File: src/hw/rtl/pab_pkg.sv
`timescale 1ns / 1ps

package pab_pkg;

    localparam int CH_W      = 8;
    localparam int PROD_W    = 2 * CH_W;
    localparam int CFG_IDX_W = 3;
    localparam int LANES     = 3;

    typedef logic [CH_W-1:0]   ch_t;
    typedef logic [PROD_W-1:0] prod_t;

    localparam ch_t CH_MAX = ch_t'(255);

    typedef enum logic [1:0] {
        MODE_TEXT   = 2'd0,
        MODE_SINGLE = 2'd1,
        MODE_RGB    = 2'd2,
        MODE_RGBA   = 2'd3
    } mode_t;

    localparam logic [CFG_IDX_W-1:0] REG_BLEND_MODE = CFG_IDX_W'(0);
    localparam logic [CFG_IDX_W-1:0] REG_TINT_RED   = CFG_IDX_W'(1);
    localparam logic [CFG_IDX_W-1:0] REG_TINT_GREEN = CFG_IDX_W'(2);
    localparam logic [CFG_IDX_W-1:0] REG_TINT_BLUE  = CFG_IDX_W'(3);

    // Configuration as seen by the operand select stage
    typedef struct packed {
        mode_t mode;
        ch_t   tint_red;
        ch_t   tint_green;
        ch_t   tint_blue;
    } cfg_t;

    // Raw request payload
    typedef struct packed {
        ch_t dst_red;
        ch_t dst_green;
        ch_t dst_blue;
        ch_t dst_alpha;
        ch_t src_red;
        ch_t src_green;
        ch_t src_blue;
        ch_t src_alpha;
    } req_t;

    // One colour lane: d*(255-a) + s*a
    typedef struct packed {
        ch_t d;
        ch_t s;
        ch_t a;
    } lane_t;

    // Stage 1 -> stage 2: operands after mode selection
    typedef struct packed {
        lane_t [LANES-1:0] lane;
        ch_t               dst_alpha;
        ch_t               src_alpha;
    } op_t;

    // Stage 2 -> stage 3: undivided sums and the inverse alpha product
    typedef struct packed {
        prod_t [LANES-1:0] sum;
        prod_t             inv_prod;
    } sum_t;

    // Stage 3 output pixel
    typedef struct packed {
        ch_t red;
        ch_t green;
        ch_t blue;
        ch_t alpha;
    } pix_t;

    // floor(x / 255) for x <= 255*255
    function automatic ch_t div255(input prod_t x);
        logic [PROD_W:0] t;
        t = {1'b0, x} + {{(CH_W + 1){1'b0}}, x[PROD_W-1:CH_W]} + (PROD_W + 1)'(1);
        return t[PROD_W-1:CH_W];
    endfunction

endpackage

File: src/hw/rtl/pab_if.sv
`timescale 1ns / 1ps

interface pab_in_if;
    import pab_pkg::*;

    logic valid;
    logic ready;
    ch_t  dst_red;
    ch_t  dst_green;
    ch_t  dst_blue;
    ch_t  dst_alpha;
    ch_t  src_red;
    ch_t  src_green;
    ch_t  src_blue;
    ch_t  src_alpha;

    modport source (
        output valid, dst_red, dst_green, dst_blue, dst_alpha,
               src_red, src_green, src_blue, src_alpha,
        input  ready
    );
    modport sink (
        input  valid, dst_red, dst_green, dst_blue, dst_alpha,
               src_red, src_green, src_blue, src_alpha,
        output ready
    );
endinterface

interface pab_out_if;
    import pab_pkg::*;

    logic valid;
    logic ready;
    ch_t  out_red;
    ch_t  out_green;
    ch_t  out_blue;
    ch_t  out_alpha;

    modport source (
        output valid, out_red, out_green, out_blue, out_alpha,
        input  ready
    );
    modport sink (
        input  valid, out_red, out_green, out_blue, out_alpha,
        output ready
    );
endinterface

File: src/hw/rtl/pab_sel.sv
`timescale 1ns / 1ps

// Stage 1: map the mode onto uniform lane operands
module pab_sel (
    input  logic          clk,
    input  logic          rst_n,
    input  pab_pkg::cfg_t cfg,
    input  logic          up_valid,
    output logic          up_ready,
    input  pab_pkg::req_t up_data,
    output logic          down_valid,
    input  logic          down_ready,
    output pab_pkg::op_t  down_data
);
    import pab_pkg::*;

    logic valid_reg;
    op_t  data_reg;
    op_t  data_next;
    ch_t  src_ch [LANES];
    ch_t  dst_ch [LANES];
    ch_t  tint_ch [LANES];

    assign dst_ch[0]  = up_data.dst_red;
    assign dst_ch[1]  = up_data.dst_green;
    assign dst_ch[2]  = up_data.dst_blue;
    assign src_ch[0]  = up_data.src_red;
    assign src_ch[1]  = up_data.src_green;
    assign src_ch[2]  = up_data.src_blue;
    assign tint_ch[0] = cfg.tint_red;
    assign tint_ch[1] = cfg.tint_green;
    assign tint_ch[2] = cfg.tint_blue;

    // Unused channels pass through: colour with a = 0, alpha with sa = 0
    always_comb
    begin
        data_next.dst_alpha = up_data.dst_alpha;
        data_next.src_alpha = up_data.src_alpha;
        for (int i = 0; i < LANES; i++)
        begin
            data_next.lane[i].d = dst_ch[i];
            data_next.lane[i].s = src_ch[i];
            data_next.lane[i].a = up_data.src_alpha;
        end
        case (cfg.mode)
            MODE_TEXT:
            begin
                for (int i = 0; i < LANES; i++)
                begin
                    data_next.lane[i].s = tint_ch[i];
                end
            end
            MODE_SINGLE:
            begin
                for (int i = 0; i < LANES; i++)
                begin
                    data_next.lane[i].a = '0;
                end
            end
            MODE_RGB:
            begin
                data_next.src_alpha = '0;
                for (int i = 0; i < LANES; i++)
                begin
                    data_next.lane[i].a = CH_MAX;
                end
            end
            default:
            begin
                data_next.src_alpha = up_data.src_alpha;
            end
        endcase
    end

    assign up_ready = !valid_reg || down_ready;

    always_ff @(posedge clk or negedge rst_n)
    begin
        if (!rst_n)
        begin
            valid_reg <= 1'b0;
        end
        else if (up_ready)
        begin
            valid_reg <= up_valid;
        end
    end

    always_ff @(posedge clk)
    begin
        if (up_valid && up_ready)
        begin
            data_reg <= data_next;
        end
    end

    assign down_valid = valid_reg;
    assign down_data  = data_reg;

endmodule

File: src/hw/rtl/pab_mult.sv
`timescale 1ns / 1ps

// Stage 2: per-lane products and the inverse alpha product
module pab_mult (
    input  logic          clk,
    input  logic          rst_n,
    input  logic          up_valid,
    output logic          up_ready,
    input  pab_pkg::op_t  up_data,
    output logic          down_valid,
    input  logic          down_ready,
    output pab_pkg::sum_t down_data
);
    import pab_pkg::*;

    logic valid_reg;
    sum_t data_reg;
    sum_t data_next;

    // Sum never exceeds 255*255, so it fits the product width
    always_comb
    begin
        for (int i = 0; i < LANES; i++)
        begin
            data_next.sum[i] = prod_t'(up_data.lane[i].d) * prod_t'(CH_MAX - up_data.lane[i].a)
                             + prod_t'(up_data.lane[i].s) * prod_t'(up_data.lane[i].a);
        end
        data_next.inv_prod = prod_t'(CH_MAX - up_data.dst_alpha)
                           * prod_t'(CH_MAX - up_data.src_alpha);
    end

    assign up_ready = !valid_reg || down_ready;

    always_ff @(posedge clk or negedge rst_n)
    begin
        if (!rst_n)
        begin
            valid_reg <= 1'b0;
        end
        else if (up_ready)
        begin
            valid_reg <= up_valid;
        end
    end

    always_ff @(posedge clk)
    begin
        if (up_valid && up_ready)
        begin
            data_reg <= data_next;
        end
    end

    assign down_valid = valid_reg;
    assign down_data  = data_reg;

endmodule

File: src/hw/rtl/pab_div.sv
`timescale 1ns / 1ps

// Stage 3: divide by 255 and hold the result for the receiver
module pab_div (
    input  logic          clk,
    input  logic          rst_n,
    input  logic          up_valid,
    output logic          up_ready,
    input  pab_pkg::sum_t up_data,
    output logic          down_valid,
    input  logic          down_ready,
    output pab_pkg::pix_t down_data
);
    import pab_pkg::*;

    logic valid_reg;
    pix_t data_reg;
    pix_t data_next;

    always_comb
    begin
        data_next.red   = div255(up_data.sum[0]);
        data_next.green = div255(up_data.sum[1]);
        data_next.blue  = div255(up_data.sum[2]);
        data_next.alpha = CH_MAX - div255(up_data.inv_prod);
    end

    assign up_ready = !valid_reg || down_ready;

    always_ff @(posedge clk or negedge rst_n)
    begin
        if (!rst_n)
        begin
            valid_reg <= 1'b0;
        end
        else if (up_ready)
        begin
            valid_reg <= up_valid;
        end
    end

    always_ff @(posedge clk)
    begin
        if (up_valid && up_ready)
        begin
            data_reg <= data_next;
        end
    end

    assign down_valid = valid_reg;
    assign down_data  = data_reg;

endmodule

File: src/hw/rtl/pixel_alpha_blend.sv
`timescale 1ns / 1ps

// pixel_alpha_blend: 8-bit source-over compositing of one pixel pair per request.
//
// Channels: in_px (pab_in_if.sink) carries a destination and a source pixel;
// out_px (pab_out_if.source) returns the blended pixel. Both use valid/ready,
// a request moves on a clock edge where both are high.
// Configuration: cfg_we/cfg_index/cfg_wdata write blend_mode (0) and the
// text tint red/green/blue (1..3); other indexes are ignored. Write only
// while the pipeline is empty.
// Path: a request accepted on in_px is registered in the select, multiply and
// divide-by-255 stages in turn and is presented on out_px from the last one.
// Throughput: one request per cycle, with every stage register loading each
// cycle when the receiver keeps ready high.
// Stall: when out_px.ready is low each stage holds until the stage after it
// frees up; in_px.ready drops once all three stages are full. Nothing is lost.
// Reset: stages empty, blend_mode = rgba source-over, tint = white.
module pixel_alpha_blend #(
    parameter int IDX_W = pab_pkg::CFG_IDX_W
) (
    input  logic             clk,
    input  logic             rst_n,
    input  logic             cfg_we,
    input  logic [IDX_W-1:0] cfg_index,
    input  pab_pkg::ch_t     cfg_wdata,
    pab_in_if.sink           in_px,
    pab_out_if.source        out_px
);
    import pab_pkg::*;

    mode_t mode_reg;
    ch_t   tint_red_reg;
    ch_t   tint_green_reg;
    ch_t   tint_blue_reg;
    cfg_t  cfg;
    req_t  req;
    logic  s1_valid;
    logic  s2_valid;
    logic  s2_ready;
    op_t   s1_data;
    sum_t  s2_data;
    pix_t  s3_data;
    logic  s3_ready;

    // Configuration registers
    always_ff @(posedge clk or negedge rst_n)
    begin
        if (!rst_n)
        begin
            mode_reg       <= MODE_RGBA;
            tint_red_reg   <= CH_MAX;
            tint_green_reg <= CH_MAX;
            tint_blue_reg  <= CH_MAX;
        end
        else if (cfg_we)
        begin
            case (cfg_index)
                IDX_W'(REG_BLEND_MODE): mode_reg       <= mode_t'(cfg_wdata[1:0]);
                IDX_W'(REG_TINT_RED):   tint_red_reg   <= cfg_wdata;
                IDX_W'(REG_TINT_GREEN): tint_green_reg <= cfg_wdata;
                IDX_W'(REG_TINT_BLUE):  tint_blue_reg  <= cfg_wdata;
                default: ;
            endcase
        end
    end

    assign cfg.mode       = mode_reg;
    assign cfg.tint_red   = tint_red_reg;
    assign cfg.tint_green = tint_green_reg;
    assign cfg.tint_blue  = tint_blue_reg;

    assign req.dst_red   = in_px.dst_red;
    assign req.dst_green = in_px.dst_green;
    assign req.dst_blue  = in_px.dst_blue;
    assign req.dst_alpha = in_px.dst_alpha;
    assign req.src_red   = in_px.src_red;
    assign req.src_green = in_px.src_green;
    assign req.src_blue  = in_px.src_blue;
    assign req.src_alpha = in_px.src_alpha;

    pab_sel u_sel (
        .clk        (clk),
        .rst_n      (rst_n),
        .cfg        (cfg),
        .up_valid   (in_px.valid),
        .up_ready   (in_px.ready),
        .up_data    (req),
        .down_valid (s1_valid),
        .down_ready (s2_ready),
        .down_data  (s1_data)
    );

    pab_mult u_mult (
        .clk        (clk),
        .rst_n      (rst_n),
        .up_valid   (s1_valid),
        .up_ready   (s2_ready),
        .up_data    (s1_data),
        .down_valid (s2_valid),
        .down_ready (s3_ready),
        .down_data  (s2_data)
    );

    pab_div u_div (
        .clk        (clk),
        .rst_n      (rst_n),
        .up_valid   (s2_valid),
        .up_ready   (s3_ready),
        .up_data    (s2_data),
        .down_valid (out_px.valid),
        .down_ready (out_px.ready),
        .down_data  (s3_data)
    );

    assign out_px.out_red   = s3_data.red;
    assign out_px.out_green = s3_data.green;
    assign out_px.out_blue  = s3_data.blue;
    assign out_px.out_alpha = s3_data.alpha;

    // A moving stage 1 always fills stage 2
    a_s1_to_s2: assert property (@(posedge clk) disable iff (!rst_n)
        s1_valid && s2_ready |=> s2_valid)
        else $error("stage 2 lost a request from stage 1");

    // A moving stage 2 always fills the output stage
    a_s2_to_s3: assert property (@(posedge clk) disable iff (!rst_n)
        s2_valid && s3_ready |=> out_px.valid)
        else $error("output stage lost a request from stage 2");

    // Full pipeline with a stalled receiver must push back on the input
    a_full_stall: assert property (@(posedge clk) disable iff (!rst_n)
        s1_valid && s2_valid && out_px.valid && !out_px.ready |-> !in_px.ready)
        else $error("input accepted while pipeline is full and stalled");

endmodule

File: src/flat_wrapper.sv
// flat-port wrapper written by rule: the top's interface ports become plain ports
module pixel_alpha_blend_flat import pab_pkg::*;
#(
    parameter int IDX_W = pab_pkg::CFG_IDX_W
)
  (clk, rst_n, cfg_we, cfg_index, cfg_wdata, in_px_valid, in_px_dst_red, in_px_dst_green, in_px_dst_blue, in_px_dst_alpha, in_px_src_red, in_px_src_green, in_px_src_blue, in_px_src_alpha, in_px_ready, out_px_valid, out_px_out_red, out_px_out_green, out_px_out_blue, out_px_out_alpha, out_px_ready);
  pab_in_if in_px_i ();
  pab_out_if out_px_i ();
  input  logic clk;
  input  logic rst_n;
  input  logic cfg_we;
  input  logic [IDX_W-1:0] cfg_index;
  input  pab_pkg::ch_t cfg_wdata;
  input wire logic [$bits(in_px_i.valid)-1:0] in_px_valid;
  input wire logic [$bits(in_px_i.dst_red)-1:0] in_px_dst_red;
  input wire logic [$bits(in_px_i.dst_green)-1:0] in_px_dst_green;
  input wire logic [$bits(in_px_i.dst_blue)-1:0] in_px_dst_blue;
  input wire logic [$bits(in_px_i.dst_alpha)-1:0] in_px_dst_alpha;
  input wire logic [$bits(in_px_i.src_red)-1:0] in_px_src_red;
  input wire logic [$bits(in_px_i.src_green)-1:0] in_px_src_green;
  input wire logic [$bits(in_px_i.src_blue)-1:0] in_px_src_blue;
  input wire logic [$bits(in_px_i.src_alpha)-1:0] in_px_src_alpha;
  output wire logic [$bits(in_px_i.ready)-1:0] in_px_ready;
  output wire logic [$bits(out_px_i.valid)-1:0] out_px_valid;
  output wire logic [$bits(out_px_i.out_red)-1:0] out_px_out_red;
  output wire logic [$bits(out_px_i.out_green)-1:0] out_px_out_green;
  output wire logic [$bits(out_px_i.out_blue)-1:0] out_px_out_blue;
  output wire logic [$bits(out_px_i.out_alpha)-1:0] out_px_out_alpha;
  input wire logic [$bits(out_px_i.ready)-1:0] out_px_ready;
  assign in_px_i.valid = in_px_valid;
  assign in_px_i.dst_red = in_px_dst_red;
  assign in_px_i.dst_green = in_px_dst_green;
  assign in_px_i.dst_blue = in_px_dst_blue;
  assign in_px_i.dst_alpha = in_px_dst_alpha;
  assign in_px_i.src_red = in_px_src_red;
  assign in_px_i.src_green = in_px_src_green;
  assign in_px_i.src_blue = in_px_src_blue;
  assign in_px_i.src_alpha = in_px_src_alpha;
  assign in_px_ready = in_px_i.ready;
  assign out_px_valid = out_px_i.valid;
  assign out_px_out_red = out_px_i.out_red;
  assign out_px_out_green = out_px_i.out_green;
  assign out_px_out_blue = out_px_i.out_blue;
  assign out_px_out_alpha = out_px_i.out_alpha;
  assign out_px_i.ready = out_px_ready;
  pixel_alpha_blend #(.IDX_W(IDX_W)) u_core (.clk(clk), .rst_n(rst_n), .cfg_we(cfg_we), .cfg_index(cfg_index), .cfg_wdata(cfg_wdata), .in_px(in_px_i), .out_px(out_px_i));
endmodule
File: config.mk
export PLATFORM = sky130hd
export DESIGN_NAME = pixel_alpha_blend_flat
export DESIGN_NICKNAME = d
export VERILOG_FILES = /design/src/hw/rtl/pab_pkg.sv /design/src/hw/rtl/pab_if.sv /design/src/hw/rtl/pab_sel.sv /design/src/hw/rtl/pab_mult.sv /design/src/hw/rtl/pab_div.sv /design/src/hw/rtl/pixel_alpha_blend.sv /design/src/flat_wrapper.sv
export SDC_FILE = /design/constraint.sdc
export NUM_CORES = 1
export LEC_CHECK = 0
export BUFFER_PORTS_ARGS = -buffer_cell sky130_fd_sc_hd__buf_2
export CORE_MARGIN = 2
export CORE_UTILIZATION = 40
export CTS_CLUSTER_DIAMETER = 60
export DETAILED_ROUTE_END_ITERATION = 12
export GPL_TIMING_DRIVEN = 0
export PLACE_DENSITY = 0.66
export SYNTH_ARGS = -nofsm -noshare
export SYNTH_HDL_FRONTEND = slang
export SYNTH_SLANG_ARGS = --single-unit
File: constraint.sdc
create_clock -name clk -period 11 [get_ports clk]
set_input_delay 1.1 -clock clk [delete_from_list [all_inputs] [get_ports clk]]
set_output_delay 1.1 -clock clk [all_outputs]
set_load 0.02 [all_outputs]
==> results of run 1 <==
==> Yosys cell counts (all sizes together) (8+ instances only) <==
library cell  number  area share
nand2b            86       0.023
mux2              51       0.025
inv              483       0.078
clkbuf            49      0.0080
nand2             94       0.015
and2             138       0.037
o21ai             29      0.0066
o21a               8      0.0026
a211oi            10      0.0032
xnor2             61       0.023
or2               29      0.0078
fa               325        0.28
nand4             10      0.0027
ha               254        0.14
nor2              77       0.012
nor3              12      0.0026
edfxtp           168        0.22
a21o              20      0.0065
dfstp             26       0.030
a21oi             36      0.0083
nor2b            114       0.031
xor2              22      0.0083
nand3             20      0.0043
==> worst reg2reg max path, stage by stage, from the launching register on <==
cell and delay, ns:
edfxtp_1 0.40, clkbuf_1 0.71, clkbuf_1 0.60, and2_1 0.24
fa_1 0.41, inv_1 0.08, fa_1 0.41, inv_1 0.08
fa_1 0.45, fa_1 0.46, fa_1 0.49, inv_1 0.05
fa_1 0.47, inv_1 0.04, ha_1 0.35, a21oi_1 0.33
nand2_1 0.12, a221oi_1 0.35, o21ai_0 0.20, a21oi_1 0.21
xnor2_1 0.08
==> per-layer routing <==
| layer | wire length [um] | track usage | up-vias |
|---|---|---|---|
| met5 | 0 | 0 | - |
| met4 | 1583 | 0.07102 | 0 |
| met3 | 3341 | 0.04094 | 76 |
| met2 | 25250 | 0.3069 | 390 |
| met1 | 22970 | 0.2433 | 7750 |
| li1 | - | - | 7128 |
==> kinds of logic after synthesis <==
group,share of synthesized area
AO/OA/AOI/OAI,0.04669
AND/OR/NAND/NOR,0.1410
XOR/XNOR,0.03139
multiplexers,0.02524
other,0.0001620
adder cells (fa/ha/maj),0.4182
buffers and inverters,0.08662
flip-flops,0.2506
==> stage by stage <==
stage	utilization	hold WS [ns]	area, um2	worst slack [ns]	cells
6_report	0.4423	0.5045	25420	4.229	3105
5_1_grt	0.4423	0.5378	25420	3.952	3105
4_1_cts	0.4422	0.5052	25420	4.324	3104
3_5_place_dp	0.4309	0.4861	24770	4.342	3072
3_3_place_gp	0.4295	0.4608	24680	4.391	3069
2_1_floorplan	-	0.4494	23160	5.477	2191
==> cell usage in the layout, fill, tap and decap left out, types with 3 or more instances in the layout <==
| cell type | Yosys | layout |
|---|---|---|
| a21o_1 | 19 | 19 |
| xnor2_1 | 61 | 61 |
| dfrtp_1 | 3 | 3 |
| inv_1 | 483 | 483 |
| ha_1 | 254 | 254 |
| fa_1 | 325 | 325 |
| and2_1 | 138 | 135 |
| and3_1 | 5 | 5 |
| nor2b_1 | 114 | 114 |
| a31oi_1 | 4 | 4 |
| conb_1 | 1 | 3 |
| dfstp_2 | 26 | 26 |
| inv_12 | 0 | 6 |
| o21a_1 | 8 | 8 |
| nand3_1 | 20 | 20 |
| nand2b_1 | 86 | 86 |
| inv_8 | 0 | 3 |
| a21oi_1 | 33 | 33 |
| nand2_1 | 94 | 94 |
| mux2_2 | 51 | 51 |
| or2_2 | 29 | 29 |
| o21ai_0 | 25 | 25 |
| a21oi_2 | 3 | 3 |
| clkbuf_1 | 48 | 48 |
| buf_2 | 0 | 113 |
| nand4_1 | 10 | 10 |
| o211ai_1 | 5 | 5 |
| a41oi_1 | 4 | 4 |
| nor3_1 | 12 | 12 |
| a211oi_1 | 10 | 10 |
| xor2_1 | 22 | 22 |
| clkbuf_16 | 0 | 18 |
| o21bai_1 | 5 | 5 |
| nor2_1 | 77 | 77 |
| a211o_1 | 3 | 3 |
| a311oi_1 | 3 | 3 |
| edfxtp_1 | 168 | 168 |
==> final cells by class <==
cell class	count	area, um2
well taps	765	957.2
diodes	1	2.502
fillers	5430	32050
repair buffers	116	640.6
inverters	483	1813
multi-input cells	1461	15360
flip-flops and latches	197	5803
clock inverters	14	201.4
plain buffers	50	192.7
clock buffers	18	450.4
==> path summary, 6_finish.rpt <==
kind	end	cells after the start
worst max-delay path	u_core.u_mult.down_data[47]$_DFFE_PP_	20
worst min-delay path	u_core.u_mult.down_valid$_DFFE_PN0P_	1
max in group asynchronous	u_core.u_mult.down_valid$_DFFE_PN0P_	1
worst min register to register	u_core.u_mult.down_valid$_DFFE_PN0P_	1
worst max register to register	u_core.u_mult.down_data[47]$_DFFE_PP_	20
min in group asynchronous	u_core.u_sel.down_valid$_DFFE_PN0N_	1
==> results.yml, run 1 <==
global_route:
  grt_max_degree: 65
  antenna_found_initial: 1
  grt_pass1_wl_mm: 86.42
  grt_pass1_vias: 16454
  grt.overflow.total: 0
  grt_use_total: 0.1876
logic_synthesis:
  syn_area_um2: 23150
  async_flop_share: 0.1472
  synth_seq_cells: 197
  synthCells: 2189
  avgSynthCellArea_um2: 10.58
  synth_seq_area_share: 0.2506
  synth-edff-count: 168
  ys.flop_type: "edfxtp_1"
  yosysWarningCount: 0
  synth_cell_types: 63
cts:
  cts_buffers: 17
  cts.repair.resized: 0
  ctsLongestPathBuffers: 2
  cts_tree: "done"
  clkTransAtPathRegs_ns: 0.09
  root_buffer: "clkbuf_16"
  cts_max_level: 4
  post_cts_buffers: 0
  cts.sinks: 197
  clk_latency_ns: 0.51
  ctsHoldBuffers: 0
setup_path:
  reg2reg_slack_ns: 4.23
  crit_fanout: 10
  critPathBufInv: 6
  reg2reg_from: "u_core.u_sel.down_data[71]$_DFFE_PP_"
  crit_slowest_cell: "clkbuf_1"
  critPathRequiredTime_ns: 11.25
  crit_family: "adder cells"
  crit_start: "u_core.u_sel.down_data[71]$_DFFE_PP_"
  worstSetupEndpointType: "flop"
  critPathMaxStageDelay_ns: 0.71
  startpoint_type: "flop"
  worstSetupPathType: "flop to flop"
  crit_arrival_ns: 7.02
  crit_top_cell: "fa_1"
  worstPathCellList: "clkbuf_1 -> clkbuf_1 -> and2_1 -> fa_1 -> inv_1 -> fa_1 -> inv_1 -> fa_1 -> fa_1 -> fa_1 -> inv_1 -> fa_1 -> inv_1 -> ha_1 -> a21oi_1 -> nand2_1 -> a221oi_1 -> o21ai_0 -> a21oi_1 -> xnor2_1"
sta:
  rsz0062_at_grt: "false"
  maxSlewHeadroom: 0.3034
  finalHoldViolCount: 0
  timing.fmax_mhz: 147.7
  min_period_ns: 6.771
  worstMarginPinSlew_ns: 1.045
  fin_worst_skew_ns: 0.02366
  finalMaxSlewViolations: 0
  fin_setup_tns_ns: 0
  period_share: 0.6155
  setup_viol: 0
placed_design:
  hpwl_mm: 42.73
  portBuffers: 113
  gp_congestion: 0.8833
floorplan:
  core_area_um2: 57480
  rows: 88
  ios: 114
  die_area_um2: 59830
  die_h_um: 244.6
  start_util: 0.4029
  fp.dieW_um: 244.6
route:
  num_vias: 15344
  routed_wl_mm: 53.14
  drc: 0
  avgRoutedWirePerCell_um: 17.11
  postRouteAntennaNets: 0
  dr.first_iter.drc_count: 854
  vias_per_cell: 4.942
  firstDrtPassIters: 5
hold_path:
  hold_class: "flop to flop"
  min_from: "u_core.u_sel.down_valid$_DFFE_PN0N_"
final_layout:
  synthToLayoutAreaGrowth_pct: 9.786
  fin_nets: 2985
  drive_above_1_share: 0.1193
  largest_reg_flops: 72
status:
  status: "complete, no violations"
job:
  max_cap_violations: 0
Power of run 1 is not shown: default switching activity piles up to over one toggle a cycle in this logic, so the estimate is an artifact.
==> inputs of run 2 (changes only) <==
- clock period: 11 -> 6.87 ns (I/O delays scaled with it)
==> results.yml, run 2 (synthesis gave the netlist of run 1 again) <==
sta:
  fin_worst_skew_ns: 0.02228
  fin_setup_tns_ns: 0
  period_share: 0.9534
  timing.fmax_mhz: 152.7
  min_period_ns: 6.550
  worstMarginPinSlew_ns: 1.030
  whs_ns: 0.2110
  setup_viol: 0
  finalHoldViolCount: 0
  rsz0062_at_grt: "false"
  finalMaxSlewViolations: 0
  maxSlewHeadroom: 0.3134
route:
  avgRoutedWirePerCell_um: 17.11
  postRouteAntennaNets: 0
  routed_wl_mm: 53.11
  num_vias: 15365
  dr.first_iter.drc_count: 848
  drc: 0
  firstDrtPassIters: 5
  vias_per_cell: 4.948
placed_design:
  place_area_um2: 24770
  gp_congestion: 0.8833
  portBuffers: 113
  hpwl_mm: 42.73
global_route:
  antenna_found_initial: 1
  grt_max_degree: 65
  grt_pass1_vias: 16454
  grt.overflow.total: 0
  grt_use_total: 0.1876
  grt_pass1_wl_mm: 86.42
cts:
  cts_max_level: 4
  ctsHoldBuffers: 0
  cts.sinks: 197
  cts_tree: "done"
  root_buffer: "clkbuf_16"
  ctsLongestPathBuffers: 2
  clk_latency_ns: 0.51
  cts.repair.resized: 0
  post_cts_buffers: 0
  cts_buffers: 17
  clkTransAtPathRegs_ns: 0.09
setup_path:
  critPathMaxStageDelay_ns: 0.61
  worstPathCellList: "clkbuf_1 -> clkbuf_1 -> nand2_1 -> fa_1 -> fa_1 -> inv_1 -> fa_1 -> fa_1 -> fa_1 -> inv_1 -> fa_1 -> inv_1 -> ha_1 -> a21oi_1 -> o21ai_0 -> or3_1 -> a41oi_2 -> or3_4 -> o211ai_2"
  worstSetupPathType: "flop to flop"
  crit_top_cell: "fa_1"
  crit_arrival_ns: 6.79
  startpoint_type: "flop"
  crit_fanout: 10
  critPathRequiredTime_ns: 7.11
  crit_slowest_cell: "clkbuf_1"
  reg2reg_slack_ns: 0.32
  worstSetupEndpointType: "flop"
final_layout:
  final_cell_area_um2: 25430
  fin_nets: 2985
  final_common_cell: "inv_1"
  drive_above_1_share: 0.1227
  fin_util: 0.4425
  largest_reg_flops: 72
  fill_cells: 5428
  layout_common_cells: "inv_1 (483), fa_1 (325), ha_1 (254)"
  synthToLayoutAreaGrowth_pct: 9.829
floorplan:
  start_util: 0.4029
  rows: 88
  die_h_um: 244.6
  core_area_um2: 57480
  ios: 114
  die_area_um2: 59830
  fp.dieW_um: 244.6
status:
  status: "complete, no violations"
hold_path:
  hold_class: "input port to asynchronous set/reset pin"
job:
  max_cap_violations: 0
-- run 2: cell counts in the layout (fill, tap and decap cells not counted) --
Identical to the previous run, type by type.
-- run 2: worst paths after layout --
kind | start | endpoint | depth (start not counted)
hold / removal | rst_n | u_core.u_sel.down_valid$_DFFE_PN0N_ | 1
max in group asynchronous | rst_n | u_core.u_mult.down_valid$_DFFE_PN0P_ | 1
min in group clk | in_px_dst_alpha[1] | u_core.u_sel.down_data[9]$_DFFE_PP_ | 1
setup / recovery | u_core.u_sel.down_data[65]$_DFFE_PP_ | u_core.u_mult.down_data[31]$_DFFE_PP_ | 19
setup reg to reg | u_core.u_sel.down_data[65]$_DFFE_PP_ | u_core.u_mult.down_data[31]$_DFFE_PP_ | 19
hold reg to reg | u_core.u_sel.down_valid$_DFFE_PN0N_ | u_core.u_mult.down_valid$_DFFE_PN0P_ | 1
-- run 2: critical path, delay by kind of cell (launching register included) --
family,cells,cell delay [ns]
buffers and inverters,5,1.29
and+or+nand+nor,3,0.64
AOI/OAI and AO/OA,4,0.63
adders and majority gates,7,3.30
DFF,1,0.40
-- run 2: metrics by stage --
step / setup WS (ns) / cells
floorplan: 1.347 / 2191
global placement: 0.2611 / 3069
detailed placement: 0.2122 / 3072
CTS: 0.1943 / 3104
global route: 0.03906 / 3105
finish: 0.3201 / 3105
-- run 2: final cells by class --
cell class                 count  area (um2)  share of cell area
antenna                        1       2.502          0.00009840
buffer                        50       202.7            0.007970
clock buffer                  18       450.4             0.01771
clock inverter                14       201.4            0.007921
inverter                     483        1813             0.07129
multi-input combinational   1461       15360              0.6040
sequential                   197        5803              0.2282
tap                          765       957.2             0.03764
timing repair buffer         116       640.6             0.02519
-- run 2: per-layer routing --
metal / global-route usage / part of all wire
met3: 0.04094 / 0.060
met4: 0.07102 / 0.030
met2: 0.3069 / 0.48
met5: 0 / 0
met1: 0.2433 / 0.43
Power of run 2 is left out for the same reason.
==> inputs of run 3 (changes only) <==
- CTS_BUF_LIST: unset -> sky130_fd_sc_hd__clkbuf_4
==> results.yml, run 3 (synthesis gave the netlist of run 1 again) <==
final_layout:
  fin_util: 0.4431
  fin_nets: 3018
  synthToLayoutAreaGrowth_pct: 9.991
  largest_reg_flops: 72
  final_common_cell: "inv_1"
  layout_common_cells: "inv_1 (483), fa_1 (325), ha_1 (254)"
  drive_above_1_share: 0.1189
status:
  status: "complete, no violations"
setup_path:
  crit_fanout: 10
  worstSetupEndpointType: "flop"
  reg2reg_slack_ns: 0.16
  critPathRequiredTime_ns: 7.42
  crit_start: "u_core.u_sel.down_data[67]$_DFFE_PP_"
  crit_arrival_ns: 7.27
  reg2reg_from: "u_core.u_sel.down_data[67]$_DFFE_PP_"
  worstSetupPathType: "flop to flop"
  r2r_cells: 18
  startpoint_type: "flop"
  crit_end: "u_core.u_mult.down_data[47]$_DFFE_PP_"
  timing.rr.end: "u_core.u_mult.down_data[47]$_DFFE_PP_"
global_route:
  gr-usage-met3: 0.04028
  grt_pass1_vias: 16609
  grt_most_used_layer: "met2"
  antenna_found_initial: 2
  grt_max_degree: 65
  grt_util_met2: 0.3082
  grt.overflow.total: 0
  grt_pass1_wl_mm: 86.66
  grt_use_total: 0.1878
  gr-usage-met1: 0.2437
cts:
  cts.sinks: 197
  cts_tree: "done"
  cts_max_level: 4
  ctsLongestPathBuffers: 2
  clk_latency_ns: 0.80
  root_buffer: "clkbuf_4"
  cts_buffers: 17
  clkTransAtPathRegs_ns: 0.20
job:
  max_cap_violations: 0
route:
  vias_per_cell: 4.925
  postRouteAntennaNets: 0
  avgRoutedWirePerCell_um: 16.94
  dr.first_iter.drc_count: 869
  routed_wl_mm: 53.17
  num_vias: 15456
  drc: 0
  firstDrtPassIters: 7
sta:
  maxSlewHeadroom: 0.3256
  setup_viol: 0
  min_period_ns: 6.714
  finalMaxSlewViolations: 0
  finalHoldViolCount: 0
  worstMarginPinSlew_ns: 1.012
  timing.fmax_mhz: 149.0
  period_share: 0.9772
  fin_worst_skew_ns: 0.04184
  rsz0062_at_grt: "true"
floorplan:
  fp.dieW_um: 244.6
  die_area_um2: 59830
  ios: 114
  die_h_um: 244.6
  rows: 88
  start_util: 0.4029
  core_area_um2: 57480
hold_path:
  hold_class: "input port to flop"
  hold_depth: 2
placed_design:
  hpwl_mm: 42.73
  portBuffers: 113
  gp_congestion: 0.8833
[run 3: how the worst min path moves through the flow]
stage                                              from                                   end  slack (ns)
floorplan                                         rst_n   u_core.u_div.down_valid$_DFFE_PN0P_        0.39
detailed placement  u_core.u_sel.down_valid$_DFFE_PN0N_  u_core.u_mult.down_valid$_DFFE_PN0P_        0.49
finish                                      in_px_valid   u_core.u_sel.down_valid$_DFFE_PN0N_        0.12
CTS                                         in_px_valid   u_core.u_sel.down_valid$_DFFE_PN0N_     0.00006
global route                               cfg_wdata[2]   u_core.tint_blue_reg[2]$_DFFE_PN1P_        0.06
global placement    u_core.u_sel.down_valid$_DFFE_PN0N_  u_core.u_mult.down_valid$_DFFE_PN0P_        0.46
[run 3: critical path, stage by stage, from the launching register on]
cell      delay (ns)
edfxtp_1        0.44
clkbuf_1        0.71
clkbuf_1        0.49
and2_1          0.23
fa_1            0.45
fa_1            0.47
fa_1            0.57
fa_1            0.43
fa_1            0.49
inv_1           0.05
fa_1            0.47
inv_1           0.04
ha_1            0.35
a21oi_1         0.33
nand2_1         0.12
a221oi_1        0.35
o21ai_0         0.20
a21oi_1         0.21
xnor2_1         0.08
[run 3: layout make-up]
type / instances / area, um2
inverters: 483 / 1813
flip-flops and latches: 197 / 5803
well taps: 765 / 957.2
clock buffers: 17 / 127.6
multi-input cells: 1461 / 15360
fillers: 5441 / 32010
plain buffers: 50 / 202.7
clock inverters: 15 / 231.5
diodes: 1 / 2.502
repair buffers: 149 / 970.9
[run 3: metal layers]
metal / wire (um) / share of wire
met5: 0 / 0
met4: 1530 / 0.029
met3: 3019 / 0.057
met2: 25350 / 0.48
met1: 23260 / 0.44
[run 3: metrics by stage]
step           setup TNS (ns)  instance area (um2)  hold WS (ns)  instances  setup slack [ns]
6_report                    0                25470        0.1160       3138            0.1563
5_1_grt              -0.09975                25470       0.05786       3138          -0.09975
4_1_cts                     0                25460    0.00005523       3137            0.1612
3_5_place_dp                0                24770        0.4861       3072            0.2122
3_3_place_gp                0                24680        0.4608       3069            0.2611
2_1_floorplan               0                23160        0.3914       2191             1.347
[run 3: repair_timing]
| item | CTS | global route |
|---|---|---|
| gates resized for setup | 0 | 9 |
| hold buffers | 33 | 0 |
| endpoints found under the setup margin | 0 | 6 |
| setup buffers | 0 | 0 |
| endpoints found under the hold margin | 35 | 0 |
Power of run 3 is left out for the same reason.
